File: config.mk
export PLATFORM = sky130hd
export DESIGN_NAME = rvmd_cell
export DESIGN_NICKNAME = d
export VERILOG_FILES = /design/src/hdl/rvmd_pkg.sv /design/src/hdl/rvmd_cell.sv
export SDC_FILE = /design/constraint.sdc
export NUM_CORES = 1
export LEC_CHECK = 0
export ABC_AREA = 1
export BUFFER_PORTS_ARGS = -buffer_cell sky130_fd_sc_hd__buf_4
export CAP_MARGIN = 20
export CORE_MARGIN = 3
export CORE_UTILIZATION = 40
export DETAILED_ROUTE_END_ITERATION = 12
export GPL_TIMING_DRIVEN = 0
export SYNTH_ARGS = -nofsm -noshare
export SYNTH_HDL_FRONTEND = slang
export SYNTH_SLANG_ARGS = --single-unit
File: constraint.sdc
create_clock -name clk_i -period 0.9 [get_ports clk_i]
set_clock_uncertainty 0.2 [all_clocks]
set_input_delay 0.27 -clock clk_i [delete_from_list [all_inputs] [get_ports clk_i]]
set_output_delay 0.27 -clock clk_i [all_outputs]
set_load 0.005 [all_outputs]
File: src/hdl/rvmd_pkg.sv
`timescale 1ns / 1ps
`default_nettype none
package rvmd_pkg;

  localparam int unsigned XLEN    = 64;
  localparam int unsigned TAG_W   = 7;
  localparam int unsigned NCELLS  = XLEN;
  // operand register, chain of cells, result register
  localparam int unsigned LATENCY = NCELLS + 2;

  typedef enum logic [3:0] {
    CMD_MUL    = 4'd0,
    CMD_MULH   = 4'd1,
    CMD_MULHU  = 4'd2,
    CMD_MULHSU = 4'd3,
    CMD_MULW   = 4'd4,
    CMD_DIV    = 4'd5,
    CMD_DIVU   = 4'd6,
    CMD_REM    = 4'd7,
    CMD_REMU   = 4'd8,
    CMD_DIVW   = 4'd9,
    CMD_DIVUW  = 4'd10,
    CMD_REMW   = 4'd11,
    CMD_REMUW  = 4'd12
  } cmd_e;

  typedef enum logic [2:0] {
    SEL_ZERO = 3'd0,
    SEL_LO   = 3'd1,
    SEL_LOW  = 3'd2,
    SEL_HI   = 3'd3,
    SEL_QUOT = 3'd4,
    SEL_REM  = 3'd5
  } sel_e;

  typedef struct packed {
    logic [3:0]        cmd;
    logic              valid_op;
    logic signed [63:0] operand_a;
    logic signed [63:0] operand_b_reg;
    logic signed [63:0] immediate;
    logic              use_reg_b;
    logic [TAG_W-1:0]  dest_tag;
  } req_t;

  typedef struct packed {
    logic              write_enable;
    logic [TAG_W-1:0]  result_tag;
    logic signed [63:0] result_value;
  } res_t;

  // working words handed from cell to cell
  typedef struct packed {
    logic             div;
    logic [XLEN-1:0]  x;   // product high half or partial remainder
    logic [XLEN-1:0]  y;   // multiplier / product low half or dividend / quotient
    logic [XLEN-1:0]  z;   // multiplicand or divisor
  } data_t;

  // sideband that rides along with each item
  typedef struct packed {
    logic             we;
    logic [TAG_W-1:0] tag;
    sel_e             sel;
    logic             word;
    logic             neg_q;
    logic             neg_r;
    logic             dz;
    logic [XLEN-1:0]  corr;
  } side_t;

  function automatic logic [XLEN-1:0] sext32(input logic [XLEN-1:0] v);
    sext32 = {{32{v[31]}}, v[31:0]};
  endfunction

endpackage
`default_nettype wire

File: src/hdl/rvmd_cell.sv
`timescale 1ns / 1ps
`default_nettype none
module rvmd_cell (
  input  wire logic            clk_i,
  input  wire logic            rst_ni,
  input  wire logic            valid_i,
  input  wire rvmd_pkg::data_t data_i,
  input  wire rvmd_pkg::side_t side_i,
  output logic                 valid_o,
  output rvmd_pkg::data_t      data_o,
  output rvmd_pkg::side_t      side_o
);

  logic            valid_q;
  rvmd_pkg::data_t data_d, data_q;
  rvmd_pkg::side_t side_q;

  logic [rvmd_pkg::XLEN:0] rem_t, div_d, sum_t, diff_t;
  logic                    ge;

  always_comb begin
    // restoring divide step
    rem_t  = {data_i.x, data_i.y[rvmd_pkg::XLEN-1]};
    div_d  = {1'b0, data_i.z};
    ge     = rem_t >= div_d;
    diff_t = rem_t - div_d;
    // shift-add multiply step
    sum_t = {1'b0, data_i.x} + (data_i.y[0] ? div_d : '0);
    data_d = data_i;
    if (data_i.div) begin
      data_d.x = ge ? diff_t[rvmd_pkg::XLEN-1:0] : rem_t[rvmd_pkg::XLEN-1:0];
      data_d.y = {data_i.y[rvmd_pkg::XLEN-2:0], ge};
    end else begin
      data_d.x = sum_t[rvmd_pkg::XLEN:1];
      data_d.y = {sum_t[0], data_i.y[rvmd_pkg::XLEN-1:1]};
    end
  end

  always_ff @(posedge clk_i or negedge rst_ni) begin
    if (!rst_ni) begin
      valid_q <= 1'b0;
    end else begin
      valid_q <= valid_i;
    end
  end

  always_ff @(posedge clk_i) begin
    data_q <= data_d;
    side_q <= side_i;
  end

  assign valid_o = valid_q;
  assign data_o  = data_q;
  assign side_o  = side_q;

endmodule
`default_nettype wire

# ---- Word level (Yosys, flattened, before mapping)
# Index checks and enable logic that the tools add are counted.
dict set report classes {
  addsub 2
  mul 0
  n_div 0
  order_cmp 1
  eq_ne 0
  shift 0
  muxes 3
  bitwise_logic 0
  n_reduce_logical 0
}
# op n
set op_table {}
lappend op_table {{128-bit 2-to-1 mux} 1}
lappend op_table {{64-bit 2-to-1 mux} 2}
lappend op_table {{64-bit by 64-bit adder with 65-bit output} 1}
lappend op_table {{65-bit by 64-bit >= comparator with 1-bit output} 1}
lappend op_table {{64-bit subtractor} 1}
dict set report word_totals {
  regBits 273
  latch_bits 0
  mem_bits_rw 0
  rom_bits 0
  input_bits 275
  output_inout_bits 273
  wordCells 19
  memories 0
}

# ---- Depth between registers and ports, before layout
dict set report logic_depth {
  depth_word 3
  mapped_depth 19
  ltp_nobuf 19
}

# ---- Least setup slack after synthesis
# OpenSTA, ideal clock, no wires.
dict set report synth_timing {
  kind {input to register}
  from {input port data_i[64] in the netlist's numbering}
  to {register data_q, in the netlist data_o[157]}
  setup_ns 0.114
  arrival_time_ns 2.406
  required_ns 0.586
  setup_slack_ns -1.820
  stages 17
  path_buffers 2
  cell_sequence {clkbuf_1 > buf_1 > nand2_1 > inv_1 > ha_1 > fa_1 > nand3_1 > nand2_1 > nand2_1 > nand2_1 > nand3_1 > nand3_1 > nand2_1 > nand2_1 > or2_2 > nand3_1 > nand2_1}
}
# element line_no
set synth_rtl {}
lappend synth_rtl {{from (decl)} rvmd_cell.sv:7} ;# input wire rvmd_pkg::data_t data_i,
lappend synth_rtl {{to (signal assigned)} rvmd_cell.sv:48} ;# data_q <= data_d;
lappend synth_rtl {{to (decl)} rvmd_cell.sv:15} ;# rvmd_pkg::data_t data_d, data_q;

==> flow_metrics.env <==
export IMPL_fillers=3773
export IMPL_violations="negative hold slack, negative setup slack"
export IMPL_fmax_mhz=471
export IMPL_antenna_found_initial=7
export IMPL_tns_ps=-248570
export IMPL_slowest_delay_ps=300
export IMPL_maxCapViolations=0
export IMPL_htree_num_levels=1
export IMPL_synthTopCellsByCount="nand2_1 (1191), inv_1 (654), dfxtp_1 (272)"
export IMPL_grt_max_degree=16
export IMPL_drive_gt1_frac=0.389
export IMPL_status="complete, but fails checks"
export IMPL_setup_viol=383
export IMPL_stdcell_area_um2=34000
export IMPL_initial_core_util=0.407
export IMPL_grt_overflow_total=0
export IMPL_postRouteAntennaNets=0
export IMPL_num_nets_final=4681
export IMPL_path_class="in2reg"
export IMPL_slew_headroom=0.327
export IMPL_grt_pass1_vias=25566
export IMPL_cp_cell_sequence="buf_4 -> inv_2 -> ha_4 -> nand2_4 -> nor2_1 -> inv_1 -> nor2_2 -> inv_1 -> nor2_1 -> nand3_1 -> nand4_1 -> nand3_2 -> nand2_1 -> nand2_1"
export IMPL_vdd_drop_max_v=0.00134
export IMPL_finalMaxSlewViolations=0
export IMPL_grt_pass1_wl_mm=158
export IMPL_clk_pin_slew_ps=70
export IMPL_drtPass1Iterations=7
export IMPL_syn_inst=3321
export IMPL_critPathCaptureType="flip-flop"
export IMPL_p_per_area_nw_per_um2=1340
export IMPL_rsz0062_at_grt="true"
export IMPL_synth_edf_count=0
export IMPL_place_area_um2=26400
export IMPL_synth_avg_cell_area_um2=5.89
export IMPL_cp_startpoint="data_i[22]"
export IMPL_fin_crit_sh=2.36
export IMPL_pre_cts_ws_ps=-2390
export IMPL_worst_pin_slew_ps=1010
export IMPL_routed_wl_mm=114
export IMPL_timing_final_crit_period_ps=2120
export IMPL_dieHeight_um=227
export IMPL_stdcell_count=4912
export IMPL_drc_errors=0
export IMPL_synth_seq_cells=273
export IMPL_synth_nets=3726
export IMPL_ys_async_sr_fraction=0.00366
export IMPL_synth_largest_area_cell="dfxtp_1"
export IMPL_vias=26423
export IMPL_cts_buffer_depth=3
export IMPL_cts_root_buf="clkbuf_16"
export IMPL_grt_use_total=0.411
export IMPL_avgViaCountPerCell=5.38
export IMPL_syn_area_um2=19600
export IMPL_core_area_um2=48000
export IMPL_hold_worst_slack_ps=-141
export IMPL_cts_sinks=273
export IMPL_cp_slowest_cell="ha_4"
export IMPL_dpl_hpwl_mm=86.7
export IMPL_area_growth_synth_to_final_pct=73.8
export IMPL_synthFlopType="dfxtp_1"
export IMPL_cp_arrival_ps=2400
export IMPL_ys_warn_count=0
export IMPL_drt_iter0_drc=2524
export IMPL_cts_inserted_buffers=29
export IMPL_endpoint="data_o[174]"
export IMPL_start_kind="primary input"
export IMPL_die_x_um=227
export IMPL_leakage_nw=17.3
export IMPL_hold_path_class="in2reg"
export IMPL_ys_types=39
export IMPL_wl_per_cell_um=23.2
export IMPL_synth_area_leaders="dfxtp_1 (28%), nand2_1 (23%), inv_1 (13%)"
export IMPL_cp_required_ps=1170
export IMPL_io_pins=548
export IMPL_dieArea_um2=51600
export IMPL_place_congestion=1.09
export IMPL_placed_cells=4482
export IMPL_critPathMaxFanout=4
export IMPL_hold_viol_final=47
export IMPL_seq_area_frac_synth=0.279
export IMPL_numPortBuffers=546
export IMPL_netlist_area_leader_share=0.278
export IMPL_cts_tree="yes"
export IMPL_fin_ws_ps=-1220
export IMPL_rows=80
export IMPL_yosysMostFrequentCell="nand2_1"
[what timing repair did]
action	in CTS	in global routing
pin swaps	187	141
hold endpoints to repair	269	51
cloned	6	4
setup endpoints to repair	379	383
buffers inserted	113	45
gates resized for setup	538	391
hold buffers	210	1
[per-stage QoR]
step                      utilization  total power, W  hold WS (ps)
after floorplan                     -          0.0214          -226
after detailed placement        0.550          0.0281          -150
after CTS                       0.673          0.0431          -381
after global placement          0.550          0.0280          -153
final                           0.708          0.0454          -141
after global routing            0.708          0.0469          -132
[layout by cell type (no fill, tap or decap), types with 9 or more instances in the layout]
cell,instances
o21bai_1,19
inv_4,12
nand3b_1,66
dfxtp_2,49
inv_1,565
nand3_4,26
nand2_1,928
inv_2,78
nand2_2,200
nor3_1,13
xnor2_1,26
nor2_2,82
ha_4,112
buf_8,14
nor2_1,144
nand3_1,140
buf_12,11
nand2_4,65
a21oi_1,94
a21oi_2,38
o21ai_2,13
a21oi_4,13
or2_2,15
nor2_4,51
o21ai_1,48
clkbuf_8,9
buf_6,112
dlygate4sd3_1,211
clkbuf_2,12
clkbuf_16,36
buf_4,585
dfxtp_1,221
o21ai_0,82
nand4_1,25
nand3_2,66
[sequential cells by signal, indices dropped and copies added, names as in the netlist]
register / flops
data_o: 193
valid_o: 1
side_o: 79
[kinds of logic (layout without fill, tap and decap cells)]
family,count (synthesis),after routing,synth area share
buffers and inverters,712,1685,0.140
flip-flops,273,273,0.279
other,0,3,0
XOR/XNOR,39,39,0.0175
adder cells (fa/ha/maj),130,130,0.0839
AO/OA/AOI/OAI,316,316,0.0847
AND/OR/NAND/NOR,1851,1851,0.395
[routing by layer]
layer | vias up | part of all wire | track usage
met2 | 1644 | 0.45 | 0.682
met3 | 362 | 0.10 | 0.0713
met5 | - | 0.00031 | 0
met1 | 12287 | 0.38 | 0.519
met4 | 6 | 0.063 | 0.198
li1 | 12124 | - | -
[layout make-up]
| class | instances | area [um^2] | share of cell area |
|---|---|---|---|
| well taps | 615 | 769 | 0.0226 |
| repair buffers | 924 | 8150 | 0.240 |
| flip-flops and latches | 273 | 5540 | 0.163 |
| diodes | 3 | 7.51 | 0.000221 |
| multi-input cells | 2336 | 15500 | 0.457 |
| clock inverters | 16 | 184 | 0.00541 |
| plain buffers | 53 | 533 | 0.0157 |
| clock buffers | 33 | 761 | 0.0224 |
| inverters | 659 | 2520 | 0.0741 |
[report_power, final]
group	leakage, nW	switching (W)	internal (W)
logic	14.5	0.0109	0.00846
clock network	0.471	0.00554	0.00693
registers	2.31	0.000433	0.0132
total	17.3	0.0168	0.0286
[worst min-delay path by stage]
stage	start	end	slack (ps)	cells past startpoint
2_1_floorplan	rst_ni	valid_o	-230	0
3_3_place_gp	rst_ni	valid_o	-150	1
3_5_place_dp	rst_ni	valid_o	-150	1
4_1_cts	data_i[7]	data_o[7]	-380	1
5_1_grt	data_i[142]	data_o[143]	-130	4
6_report	data_i[141]	data_o[142]	-140	4
[critical path, delay by kind of cell]
| family | cells | cell delay (ps) |
|---|---|---|
| buffers and inverters | 4 | 350 |
| AND/OR/NAND/NOR | 9 | 1470 |
| adder cells (fa/ha/maj) | 1 | 300 |
Note: power is estimated with default switching activity, not from simulation.
